`config.mk`:
```
export PLATFORM = sky130hd
export DESIGN_NAME = gtb_ram
export DESIGN_NICKNAME = d
export VERILOG_FILES = /design/src/rtl/gtb_ram.sv
export SDC_FILE = /design/constraint.sdc
export NUM_CORES = 1
export LEC_CHECK = 0
export ABC_AREA = 1
export BUFFER_PORTS_ARGS = -buffer_cell sky130_fd_sc_hd__buf_2
export CAP_MARGIN = 20
export CORE_MARGIN = 2
export CORE_UTILIZATION = 40
export CTS_CLUSTER_DIAMETER = 120
export DETAILED_ROUTE_END_ITERATION = 10
export PLACE_DENSITY = 0.6
export SLEW_MARGIN = 20
export SYNTH_ARGS = -nofsm -noshare
export SYNTH_HDL_FRONTEND = slang
export SYNTH_SLANG_ARGS = --single-unit
```
`constraint.sdc`:
```
create_clock -name clk -period 2.3 [get_ports clk]
set_input_delay 0.23 -clock clk [delete_from_list [all_inputs] [get_ports clk]]
set_output_delay 0.23 -clock clk [all_outputs]
set_load 0.02 [all_outputs]
```
`src/rtl/gtb_ram.sv`:
```
// ----------------------------------------------------------------------------
// gtb_ram
// Generic single write, single read RAM with registered read data.
// ----------------------------------------------------------------------------
module gtb_ram #(
  parameter int WIDTH = 32,
  parameter int DEPTH = 16
) (
  input  logic                     clk,
  input  logic                     we,
  input  logic [$clog2(DEPTH)-1:0] waddr,
  input  logic [WIDTH-1:0]         wdata,
  input  logic [$clog2(DEPTH)-1:0] raddr,
  output logic [WIDTH-1:0]         rdata
);

  logic [WIDTH-1:0] mem [DEPTH];

  always_ff @(posedge clk) begin
    if (we) begin
      mem[waddr] <= wdata;
    end
    rdata <= mem[raddr];
  end

endmodule

```
* Word-level counts from Yosys, hierarchy flattened *
Memories as Yosys holds them, arrays and structs flattened. A register that Yosys moved wholly into a read port is not among the register bits.
Cells that the tools add are included.

storage, ports and cells
  register bits after elaboration = 0
  RAM bits = 512
  input bits = 42
  memories = 1

memories
  memory  words  bits a word  rd ports  clocked after Yosys merged registers in  write ports  RTL line  RTL
  mem     16     32           1         1                                        1            17        logic [WIDTH-1:0] mem [DEPTH];

operators by class
  muxes and demuxes = 2

operators by type and width
  kind               number
  two-way mux 1 bit  2

* Depth between registers and ports, before layout *
Gate-level depths: netlist (run 1).

  word-level depth = 2
  mapped depth = 10
  mapped depth without buffers = 7

* Worst setup path after synthesis (run 1) *
OpenSTA, ideal clock, no wires.

  kind = input -> register
  start = in waddr[2]
  end = mem mem[10][0], enable pin
  arrival = 1.802 ns
  required time = 1.879 ns
  setup slack = 0.077 ns
  stages on the path = 2
  buffers on the path = 0
  cells stage by stage = nand3b_1 -> nor2_1

RTL lines
  what             RTL line  RTL
  start, declared  11        input logic [$clog2(DEPTH)-1:0] waddr,
  end, declared    17

Straight into the memory's write port.

* Worst setup path after layout (run 1) *
  start = reg rdata[11], read port of mem
  end = out rdata[11]

RTL lines
  what             RTL line  RTL
  start, declared  14        output logic [WIDTH-1:0] rdata

No word-level cell between the ends.

==> results.md, run 1 <==
Layout:
- Excluding fillers, the count of instances in the completed layout stands at 3,001.
- The number of nets in the layout is 2,243.
- From synthesis to final layout, the design area changed by 14.39%.
- 0 antenna diodes ended up in the layout.
- In the final layout, the multi-input gates occupy 0.004667 mm².
- Registers take 0.01602 mm².
- Counting the fill cells in the layout gives 5,042.
- The layout cell share with drive strength beyond 1 is 9.220%.

GRT:
- The initial antenna violation count is 0.
- The global route total overflow is 0.
- The global-route wire length before repair is 80,140 µm.
- The global-route total usage across every layer is 17.59%.
- Entering global routing, the biggest net connects 105 pins.
- The number of global-route vias before repair is 14,155.

Setup path:
- The type of origin of the critical path is a register.
- The highest cell delay on the worst timing path is 370 ps.
- On the critical path the largest part of the delay comes from flip-flops.
- Along the worst path, the maximum fanout reaches 1.
- At the worst endpoint, the arrival time is 1160 ps.
- The class of the most critical setup path is reg2out.
- The cell with the biggest individual delay on the critical path is sky130_fd_sc_hd__dfxtp_1.
- The kind of end point of the critical path is an output port.
- The count of buffer and inverter cells on the critical path is 1.
- The worst register-to-register path has a setup slack of 1230 ps.
- Walking the worst path, the cells encountered are buf_2.
- The critical path data required time is 2070 ps.

Placement:
- Summed over all nets, the half-perimeter wirelength after detailed placement is 26,480 µm.
- The final RePlAce weighted congestion is 0.7560.
- The number of placed instances, taps included, is 2,882.
- The number of buffers inserted by port buffering is 73.

Routing:
- The overall via count from detail_route is 14,452.
- The count of unresolved DRC violations after routing is 0.
- The count of nets left with antenna violations once routing finished came out at 0.
- The first detailed-routing pass ran for 6 iterations.
- The DRC violation total after the first TritonRoute iteration is 1,229.
- Dividing the detail-routed via count by the number of cells gives 4.816.
- In the final routed layout, each cell accounts on average for 17.22 µm.
- The routed wire length is 51,660 µm.

Clock tree:
- After clock tree synthesis, the clock-pin slew on the worst setup and hold paths is 60 ps.
- TritonCTS built the clock tree.
- The number of buffers inserted by post-CTS setup repair is 0.
- The deepest level of the CTS H-tree is 2.
- The maximum count of clock buffers along a single path is 3.
- The total number of clock tree sinks is 544.
- The number of buffers added by the clock tree synthesis step is 55.
- The root buffer cell chosen for the clock tree is sky130_fd_sc_hd__clkbuf_16.
- The clock insertion delay at the later pin of the skew report is 610 ps.

Floorplan:
- The die outline area is 0.05875 mm².
- The starting density of the core is 40.39%.
- Measured along the y axis, the die boundary spans 242.4 µm.
- After floorplanning, the core was sized to cover 0.05628 mm².
- In this run the horizontal extent of the chip is 242.4 µm.
- The cell row count is 87.
- Pin placement for this block handled 74 I/O pins.

Synthesis:
- The portion of the post-synthesis area used by sequential elements is 70.46%.
- By area the synthesized netlist is led by sky130_fd_sc_hd__edfxtp_1 68%, sky130_fd_sc_hd__nand2_1 11%, sky130_fd_sc_hd__nand3_1 8.5%.
- The number of nets produced by synthesis is 2,162.
- Ranked by instance count, the synthesized netlist is headed by 677 x sky130_fd_sc_hd__nand2_1, 512 x sky130_fd_sc_hd__edfxtp_1, 388 x sky130_fd_sc_hd__inv_1.
- The flip-flop and latch count after synthesis is 544.
- Yosys mapped a number of flops with a built-in enable equal to 512.
- The number of different library cells used by synthesis comes to 15.
- The mean post-synth cell area is 10.72 µm².
- The total of warnings raised by yosys is 0.
- The most common cell in the synthesized netlist is sky130_fd_sc_hd__nand2_1.
- The mapped netlist covers 0.02273 mm².
- The biggest area consumer among synthesized cells is sky130_fd_sc_hd__edfxtp_1.
- The top cell type's share of synthesized area is 67.64%.
- The main flop type after synthesis is sky130_fd_sc_hd__edfxtp_1.
- The share of synthesized registers carrying an async set or reset is 0%.
- After technology mapping, the gate count stands at 2,120.

Job:
- The count of maximum capacitance violations is 0.

Status:
- The flow ran to the end, and the final reports show no timing, DRC or antenna violations.

Power and ir drop:
- Across the VDD grid, the largest voltage drop is 0.5787 mV.
- The total power of the final layout is 21.32 mW.
- Dividing total power by cell area gives a power density of 819.8 mW/mm².
- The static leakage power is 10.97 nW.

STA:
- Setup violations remaining at the end of the flow were counted as 0.
- Hold timing on the final database bottoms out at a slack of 28.73 ps.
- Setup repair after global routing left no endpoint under its margin.
- The final critical delay including setup and external delays is 1391 ps.
- For the final database, setup skew stands at 28.48 ps.
- The relative slew slack is 58.50%.
- The final count of hold timing violations is 0.
- Derived from the worst setup path, the maximum achievable clock frequency is 718.9 MHz.
- The max-slew violation total from the final report was 0.
- The slew at the pin closest to its max-slew limit is 622.5 ps.
- After routing, the total negative slack on setup checks comes to 0 ps.
- The ratio of final minimum period to clock period is 60.48%.

Min path:
- The path type of the worst min-delay path is in2reg.
routing by layer:
metal | track usage, % | share of wire (%) | vias up
met1 | 24.04 | 45 | 6983
li1 | - | - | 7002
met2 | 28.84 | 47 | 385
met4 | 4.993 | 2.3 | 0
met5 | 0 | 0 | -
met3 | 3.135 | 5.6 | 82
sequential cells by signal (all words and copies together) (netlist names):
name and flops:
rdata 32, mem 512
kinds of logic after synthesis:
| family | Yosys count | synth area share (%) |
|---|---|---|
| and+or+nand+nor | 1081 | 20.00 |
| DFF | 544 | 70.46 |
| buffers and inverters | 495 | 9.539 |
path summary, 6_finish.rpt:
check / startpoint / cells past startpoint / endpoint
hold reg to reg: mem[10][21]$_DFFE_PP_ / 6 / rdata[21]$_DFF_P_
setup reg to reg: mem[9][10]$_DFFE_PP_ / 6 / rdata[10]$_DFF_P_
setup / recovery: rdata[11]$_DFF_P_ / 1 / rdata[11]
hold / removal: wdata[6] / 1 / mem[15][6]$_DFFE_PP_
metrics by stage:
| stage | setup WS, ps | util (%) | area [µm²] |
|---|---|---|---|
| 2_1_floorplan | 77.30 | - | 22730 |
| 3_3_place_gp | 728.5 | 42.76 | 24060 |
| 5_1_grt | 841.7 | 46.20 | 26000 |
| 4_1_cts | 864.2 | 46.20 | 26000 |
| 3_5_place_dp | 693.7 | 42.76 | 24060 |
| 6_report | 908.9 | 46.20 | 26000 |
where the power goes:
part,switching [mW],internal [mW]
Sequential,0.0603,11.1
Combinational,0.975,0.400
Clock,3.65,5.15
placed cells by master (no fill, tap or decap):
cell                            count
sky130_fd_sc_hd__buf_12            24
sky130_fd_sc_hd__buf_2             71
sky130_fd_sc_hd__buf_4             15
sky130_fd_sc_hd__bufinv_16          7
sky130_fd_sc_hd__clkbuf_1          10
sky130_fd_sc_hd__clkbuf_16         55
sky130_fd_sc_hd__clkbuf_8           1
sky130_fd_sc_hd__clkinv_1          15
sky130_fd_sc_hd__clkinv_2          11
sky130_fd_sc_hd__clkinv_4           1
sky130_fd_sc_hd__clkinvlp_4         1
sky130_fd_sc_hd__dfxtp_1           32
sky130_fd_sc_hd__dlygate4sd3_1     18
sky130_fd_sc_hd__edfxtp_1         512
sky130_fd_sc_hd__inv_1            386
sky130_fd_sc_hd__inv_2              2
sky130_fd_sc_hd__inv_4              1
sky130_fd_sc_hd__inv_6              2
sky130_fd_sc_hd__nand2_1          677
sky130_fd_sc_hd__nand3_1          385
sky130_fd_sc_hd__nand3b_1           2
sky130_fd_sc_hd__nor2_1             1
sky130_fd_sc_hd__nor2_4            16
repair_timing:
| item | CTS | global route |
|---|---|---|
| setup endpoints to repair | 0 | 0 |
| gates resized for setup | 0 | 0 |
| hold buffers | 18 | 0 |
| endpoints found under the hold margin | 233 | 0 |
cell type report:
type | count | area share, %
Clock buffer | 65 | 5.437
Multi-Input combinational cell | 1081 | 17.95
Clock inverter | 36 | 1.333
Inverter | 390 | 5.659
Timing Repair Buffer | 129 | 4.393
Tap cell | 756 | 3.638
Sequential cell | 544 | 61.59
Note: power is estimated with default switching activity, not from simulation.
==> run 2, diff against run 1 <==
Settings changed: PLACE_DENSITY 0.6 to 0.58.
Clock period 2.3 ns to 1.3 ns, I/O delays scaled along.
==> run 2 against run 1 <==
  * Global-route usage grew 1.3 points
  * Via count grew 2.7%
  * Critical endpoint is now rdata[18]
  * Critical path type unchanged
  * Clock power grew 95%
  * Largest power group unchanged
==> results.md, run 2 (synthesized netlist as in run 1, its figures left out) <==
STA:
- The final worst slack is 51.13 ps (-857.8 ps).
- The number of setup violations in the final report came to 0 (unchanged).
- The relative slew slack came to 73.98% (+15 points).
- The worst path uses 96.07% of the clock period.
- For this run, the top clock speed supported by timing is 800.7 MHz.
- The setup clock skew after layout came to 18.48 ps (-9.996 ps).
- The clock period could shrink to 1249 ps.
- The slew at the pin closest to its max-slew limit is 390.2 ps (-232.2 ps).
- The final count of hold timing violations is 0 (unchanged).
- The final hold slack is 75.03 ps (+46.30 ps).
- Setup repair after global routing left no endpoint under its margin.
- The max-slew violation total from the final report was 0 (unchanged).

Min path:
- The startpoint identified for the worst hold timing path is raddr[2].
- The worst hold path depth is 5 (+4).
- The end point of the worst hold path is rdata[4]$_DFF_P_.
- The path type of the worst min-delay path is in2reg.

Setup path:
- The critical path starts at rdata[18]$_DFF_P_.
- The slack of the worst reg-to-reg path was 290 ps (-940 ps).
- The critical path goes through buf_2.
- The maximum net fanout on the critical path came to 1 (unchanged).
- The depth of the worst register-to-register path was 6 (unchanged).
- The highest cell delay on the worst timing path is 340 ps (-30 ps).
- In this run the critical register-to-register path is captured at rdata[14]$_DFF_P_.
- The top cell family by delay on the critical path is flip-flops.
- The type of origin of the critical path is a register.
- STA classifies the critical path endpoint as an output port.
- The cell with the biggest individual delay on the critical path is sky130_fd_sc_hd__dfxtp_1.
- The count of buffer and inverter cells on the critical path is 1 (unchanged).
- The worst setup path is of the reg2out kind.
- The critical path data required time is 1170 ps (-900 ps).
- The launch instance of the worst register-to-register path is mem[13][14]$_DFFE_PP_.
- The endpoint arrival time on the critical path is 1120 ps (-40 ps).

Layout:
- The flip-flop count of the largest register, all copies and words added is 512 (unchanged).
- The number of inserted filler cells in the final layout came to 5,021 (-0.42%).
- The post-route cell area is 0.02734 mm² (+5.2%).
- The area growth from synthesis to layout is 20.29%.
- The layout cell share with drive strength beyond 1 is 12.51% (+3.3 points).
- The final design utilization is 48.59% (+2.4 points).
- The library cell used most frequently in the layout, excluding fill and tap cells, is sky130_fd_sc_hd__nand2_1.
- The largest registers in the layout are mem (512), rdata (32).
- The top cell types in the final layout, fill and taps aside, are 673 x sky130_fd_sc_hd__nand2_1, 512 x sky130_fd_sc_hd__edfxtp_1, 386 x sky130_fd_sc_hd__inv_1.
- The number of nets in the layout is 2,328 (+3.8%).
- The number of antenna repair diodes is 0 (unchanged).
- The register containing the most flip-flops in the final layout is mem.

Clock tree:
- The number of buffers added by the clock tree synthesis step is 58 (+5.5%).
- The deepest level of the CTS H-tree is 2 (unchanged).
- The clock transition time at the flip-flop clock pins of the worst setup and hold paths is 60 ps (about the same).
- The clock root buffer is sky130_fd_sc_hd__clkbuf_16.
- The clock insertion delay at the later pin of the skew report is 620 ps (about the same).
- The total number of clock tree sinks is 544 (unchanged).
- The maximum count of clock buffers along a single path is 3 (unchanged).
- TritonCTS built the clock tree.
- The number of buffers inserted by post-CTS setup repair is 0 (unchanged).

GRT:
- The number of global-route vias before repair is 14,605 (+3.2%).
- The global-route wire length before repair is 85,740 µm (+7.0%).
- The met3 track demand over resource in global routing was 2.703% (-0.43 points).
- The largest net degree at the start of global routing is 49 (-53%).
- The global routing met2 resource utilization is 32.23% (+3.4 points).
- The met1 global-route usage is 24.85% (+0.81 points).
- The global-route total usage across every layer is 18.89% (+1.3 points).
- The initial antenna violation count is 0 (unchanged).
- The global route total overflow is 0 (unchanged).
- met2 is the most crowded layer.

Routing:
- The routed wire length is 55,140 µm (+6.7%).
- The average wire per cell in the routed design was 17.84 µm (+3.6%).
- The count of unresolved DRC violations after routing is 0 (unchanged).
- The overall via count from detail_route came to 14,848 (+2.7%).
- The via density per instance is 4.805 (-0.22%).
- The number of detailed-routing iterations run before antenna repair is 6 (unchanged).
- The number of antenna-violating nets in the routed design is 0 (unchanged).
- The DRC violation total after the first TritonRoute iteration was 1,139 (-7.3%).

Placement:
- The number of buffers inserted by port buffering was 73 (unchanged).
- The post-placement worst setup slack is -69.74 ps (-763.5 ps).
- The final RePlAce weighted congestion is 0.7752 (+2.5%).
- The placement-stage cell area is 0.02502 mm² (+4.0%).
- The detailed placement HPWL is 32,810 µm (+24%).

Floorplan:
- The core area is 0.05628 mm² (unchanged).
- The width of the die is 242.4 µm (unchanged).
- The die outline area is 0.05875 mm² (unchanged).
- The number of top-level pins came to 74 (unchanged).
- The die height is 242.4 µm (unchanged).
- The starting density of the core is 40.39% (unchanged).
- The cell row count is 87 (unchanged).

Power and ir drop:
- The power density over the cells is 1450 mW/mm² (+77%).
- The maximum resistive drop on vdd is 1.153 mV (+99%).
- The total power of the final layout came to 39.66 mW (+86%).
- The static leakage power is 11.63 nW (+5.9%).

Job:
- The count of maximum capacitance violations is 0 (unchanged).

Status:
- The flow ran to the end, and the final reports show no timing, DRC or antenna violations.
[run 2: layout make-up]
| cell class | count | area, µm² | share of cell area [%] |
|---|---|---|---|
| Tap cell | 756 | 945.9 | 3.459 |
| Sequential cell | 544 | 16020 | 58.57 |
| Clock inverter | 30 | 392.9 | 1.437 |
| Timing Repair Buffer | 211 | 2221 | 8.122 |
| Inverter | 390 | 1471 | 5.381 |
| Multi-Input combinational cell | 1081 | 4690 | 17.15 |
| Clock buffer | 78 | 1608 | 5.880 |
[run 2: how the worst max path moves through the flow]
stage                                       to  cells past startpoint
after floorplan           mem[10][0]$_DFFE_PP_                      2
after global placement    mem[9][22]$_DFFE_PP_                      5
after detailed placement  mem[9][21]$_DFFE_PP_                      5
after CTS                            rdata[11]                      1
after global routing                 rdata[29]                      1
final                                rdata[18]                      1
[run 2: metal layers]
layer  vias up  share of wire [%]  wire length (µm)
li1       7184                  -                 -
met1      7181                 43             23640
met2       389                 49             27210
met3        94                5.1              2792
met4         0                2.7              1495
met5         -                  0                 0
[run 2: power by group]
part	leakage (nW)	internal (mW)	switching, mW
Combinational	5.76	0.955	1.82
Clock	0.975	10.4	6.73
Sequential	4.90	19.6	0.107
[run 2: repair_timing]
action | 4_1_cts | 5_1_grt
hold buffers | 32 | 0
endpoints found under the hold margin | 512 | 0
setup endpoints to repair | 1 | 0
resized for setup | 1 | 0
[run 2: through the flow]
stage / setup TNS, ps / instances
after floorplan: -42640 / 2120
after global placement: -6204 / 2950
after detailed placement: -10940 / 2950
after CTS: 0 / 3090
after global routing: 0 / 3090
final: 0 / 3090
==> run 3, diff against run 2 <==
Settings changed: CAP_MARGIN 20 to 15, CORE_UTILIZATION 40 to 50, PLACE_DENSITY 0.58 to 0.69.
==> run 3 against run 2 <==
  * Largest cell class unchanged
  * Critical path type unchanged
  * Worst setup slack got worse by 6.6 ps
  * Design area decreased by 1.8%
  * Clock skew increased by 9.1 ps
  * Critical endpoint is now rdata[26]
==> results.md, run 3 (synthesized netlist as in run 1, its figures left out) <==
GRT:
- The global-route total usage across every layer was 23.10% (+4.2 points).
- The global route total overflow was 0 (unchanged).
- The number of global-route vias before repair is 14,568 (-0.25%).
- The global-route wire length before repair is 82,670 µm (-3.6%).
- The initial antenna violation count is 0 (unchanged).
- The largest net degree at the start of global routing is 56 (+14%).

Layout:
- The number of inserted filler cells in the final layout was 3,568 (-29%).
- The number of nets in the layout was 2,323 (-0.21%).
- The layout cell share with drive strength beyond 1 is 12.04% (-0.47 points).
- The final standard cell count with taps included and fillers excluded is 2,925 (-5.3%).
- The final design utilization is 59.56% (+11 points).
- The register area is 0.01602 mm² (about the same).
- The flip-flop count of the largest register, all copies and words added is 512 (unchanged).
- The area of combinational cells with multiple inputs was 0.004690 mm² (unchanged).
- The number of antenna repair diodes was 0 (unchanged).
- More flip-flops sit in one register than any other, and that register is mem.
- The top cell types in the final layout, fill and taps aside, are 673 x sky130_fd_sc_hd__nand2_1, 512 x sky130_fd_sc_hd__edfxtp_1, 386 x sky130_fd_sc_hd__inv_1.
- The largest registers in the layout are mem (512), rdata (32).
- Compared with the post-synthesis result, the final layout area differs by 18.15%.
- The library cell used most frequently in the layout, excluding fill and tap cells, is sky130_fd_sc_hd__nand2_1.

Job:
- The count of maximum capacitance violations came to 0 (unchanged).

Routing:
- The DRC violation total after the first TritonRoute iteration was 1,337 (+17%).
- The average wire per cell in the routed design is 18.31 µm (+2.6%).
- The routed wire length was 53,570 µm (-2.8%).
- The number of antenna-violating nets in the routed design was 0 (unchanged).
- The via density per instance is 5.132 (+6.8%).
- The number of detailed-routing iterations run before antenna repair is 5 (-1).
- The overall via count from detail_route was 15,011 (+1.1%).
- The count of unresolved DRC violations after routing came to 0 (unchanged).

Setup path:
- The maximum net fanout on the critical path is 1 (unchanged).
- The endpoint arrival time on the critical path is 1130 ps (about the same).
- The largest individual stage delay along the critical path comes from the cell sky130_fd_sc_hd__dfxtp_1.
- The depth of the worst register-to-register path is 6 (unchanged).
- The launch instance of the worst register-to-register path is mem[8][0]$_DFFE_PP_.
- The critical path data required time is 1170 ps (about the same).
- The slack of the worst reg-to-reg path came to 210 ps (-80 ps).
- The count of buffer and inverter cells on the critical path is 1 (unchanged).
- The class of the most critical setup path is reg2out.
- The kind of end point of the critical path is an output port.
- The type of origin of the critical path is a register.
- The highest cell delay on the worst timing path is 360 ps (+20 ps).
- Walking the worst path, the cells encountered are buf_2.
- The endpoint identified for the worst register-to-register timing path is rdata[0]$_DFF_P_.
- In this design, the largest share of critical-path delay is due to flip-flops.

STA:
- The relative slew slack is 72.51% (-1.5 points).
- The slew at the pin closest to its max-slew limit is 412.3 ps (+22.11 ps).
- The final hold slack is 61.24 ps (-13.79 ps).
- The final critical delay including setup and external delays was 1255 ps (+6.554 ps).
- The maximum clock rate is 796.5 MHz (-0.52%).
- The ratio of final minimum period to clock period was 96.57% (+0.50 points).
- Setup repair after global routing left no endpoint under its margin.
- The setup clock skew after layout is 27.57 ps (+9.091 ps).
- The final count of hold timing violations came to 0 (unchanged).
- The number of setup violations in the final report is 0 (unchanged).
- The max-slew violation total from the final report is 0 (unchanged).

Power and ir drop:
- The static leakage power is 11.47 nW (-1.3%).
- The maximum resistive drop on vdd was 1.256 mV (+9.0%).
- The power density over the cells came to 1399 mW/mm² (-3.6%).

Status:
- The run finished with clean final reports.

Min path:
- The tightest min-delay check is of the in2reg type.
- The worst hold path depth is 4 (-1).
- In this run the most critical hold path is launched from raddr[3].
- For hold timing, the worst endpoint is rdata[10]$_DFF_P_.

Clock tree:
- The total number of clock tree sinks is 544 (unchanged).
- The root buffer cell chosen for the clock tree is sky130_fd_sc_hd__clkbuf_16.
- The deepest level of the CTS H-tree is 2 (unchanged).
- The number of buffers inserted by post-CTS setup repair came to 0 (unchanged).
- The maximum count of clock buffers along a single path is 3 (unchanged).
- The clock tree from TritonCTS is built.
- The clock insertion delay at the later pin of the skew report is 610 ps (about the same).
- The clock transition time at the flip-flop clock pins of the worst setup and hold paths was 60 ps (about the same).
- The number of buffers added by the clock tree synthesis step came to 55 (-5.2%).

Floorplan:
- The cell row count is 78 (-10%).
- The starting density of the core is 50.41% (+10 points).
- The die height is 217.2 µm (-10%).
- The number of top-level pins is 74 (unchanged).
- The width of the die was 217.2 µm (-10%).
- The core area is 0.04509 mm² (-20%).
- The die outline area is 0.04718 mm² (-20%).

Placement:
- The final RePlAce weighted congestion was 0.8254 (+6.5%).
- The post-placement cell count is 2,792 (-5.4%).
- The detailed placement HPWL is 32,160 µm (-2.0%).
- The number of buffers inserted by port buffering is 73 (unchanged).
==> run 3: cell types whose count changed in the layout (fill, tap and decap cells not counted), moves of 2 or more <==
cell and delta:
sky130_fd_sc_hd__buf_2 -5, sky130_fd_sc_hd__dfxtp_1 -2, sky130_fd_sc_hd__bufinv_16 -7, sky130_fd_sc_hd__buf_4 +3, sky130_fd_sc_hd__clkinv_8 +2, sky130_fd_sc_hd__dfxtp_2 +2
sky130_fd_sc_hd__clkbuf_1 +4, sky130_fd_sc_hd__clkbuf_16 -4
==> run 3: metal layers <==
metal | global-route usage [%] | wire, µm
met1 | 31.68 | 22420
met4 | 6.849 | 1187
met3 | 3.620 | 4059
met2 | 38.30 | 25900
met5 | 0 | 0
==> run 3: metrics by stage <==
step	TNS, ps	instance area (µm²)	total power [mW]	worst slack (ps)
final	0	26860	37.57	44.58
after global routing	0	26860	38.73	1.215
after CTS	0	26850	37.80	0.8165
after detailed placement	-385.3	24810	22.79	-15.62
after global placement	-1.370	24810	22.72	-1.370
after floorplan	-42640	22870	21.58	-166.6
==> run 3: what timing repair did <==
item / CTS / global route
hold buffers: 32 / 0
resized for setup: 4 / 4
setup endpoints to repair: 3 / 4
endpoints found under the hold margin: 512 / 0
==> run 3: area by class of cell <==
cell class / count / share of cell area, %
flip-flops and latches: 544 / 59.64
multi-input cells: 1081 / 17.46
repair buffers: 209 / 8.251
clock buffers: 78 / 5.670
inverters: 390 / 5.479
well taps: 600 / 2.795
clock inverters: 23 / 0.6988
==> run 3: how the worst max path moves through the flow <==
stage | from | end | cells after the start
after floorplan | waddr[2] | mem[10][0]$_DFFE_PP_ | 2
after global placement | raddr[0] | rdata[25]$_DFF_P_ | 9
after detailed placement | waddr[3] | mem[4][22]$_DFFE_PP_ | 5
after CTS | rdata[31]$_DFF_P_ | rdata[31] | 1
after global routing | rdata[26]$_DFF_P_ | rdata[26] | 1
final | rdata[26]$_DFF_P_ | rdata[26] | 1
==> run 3: power by group <==
part | leakage [nW] | switching, mW | internal, mW
sequential | 4.90 | 0.123 | 19.6
combinational | 5.74 | 1.83 | 0.963
clock | 0.835 | 6.50 | 8.54
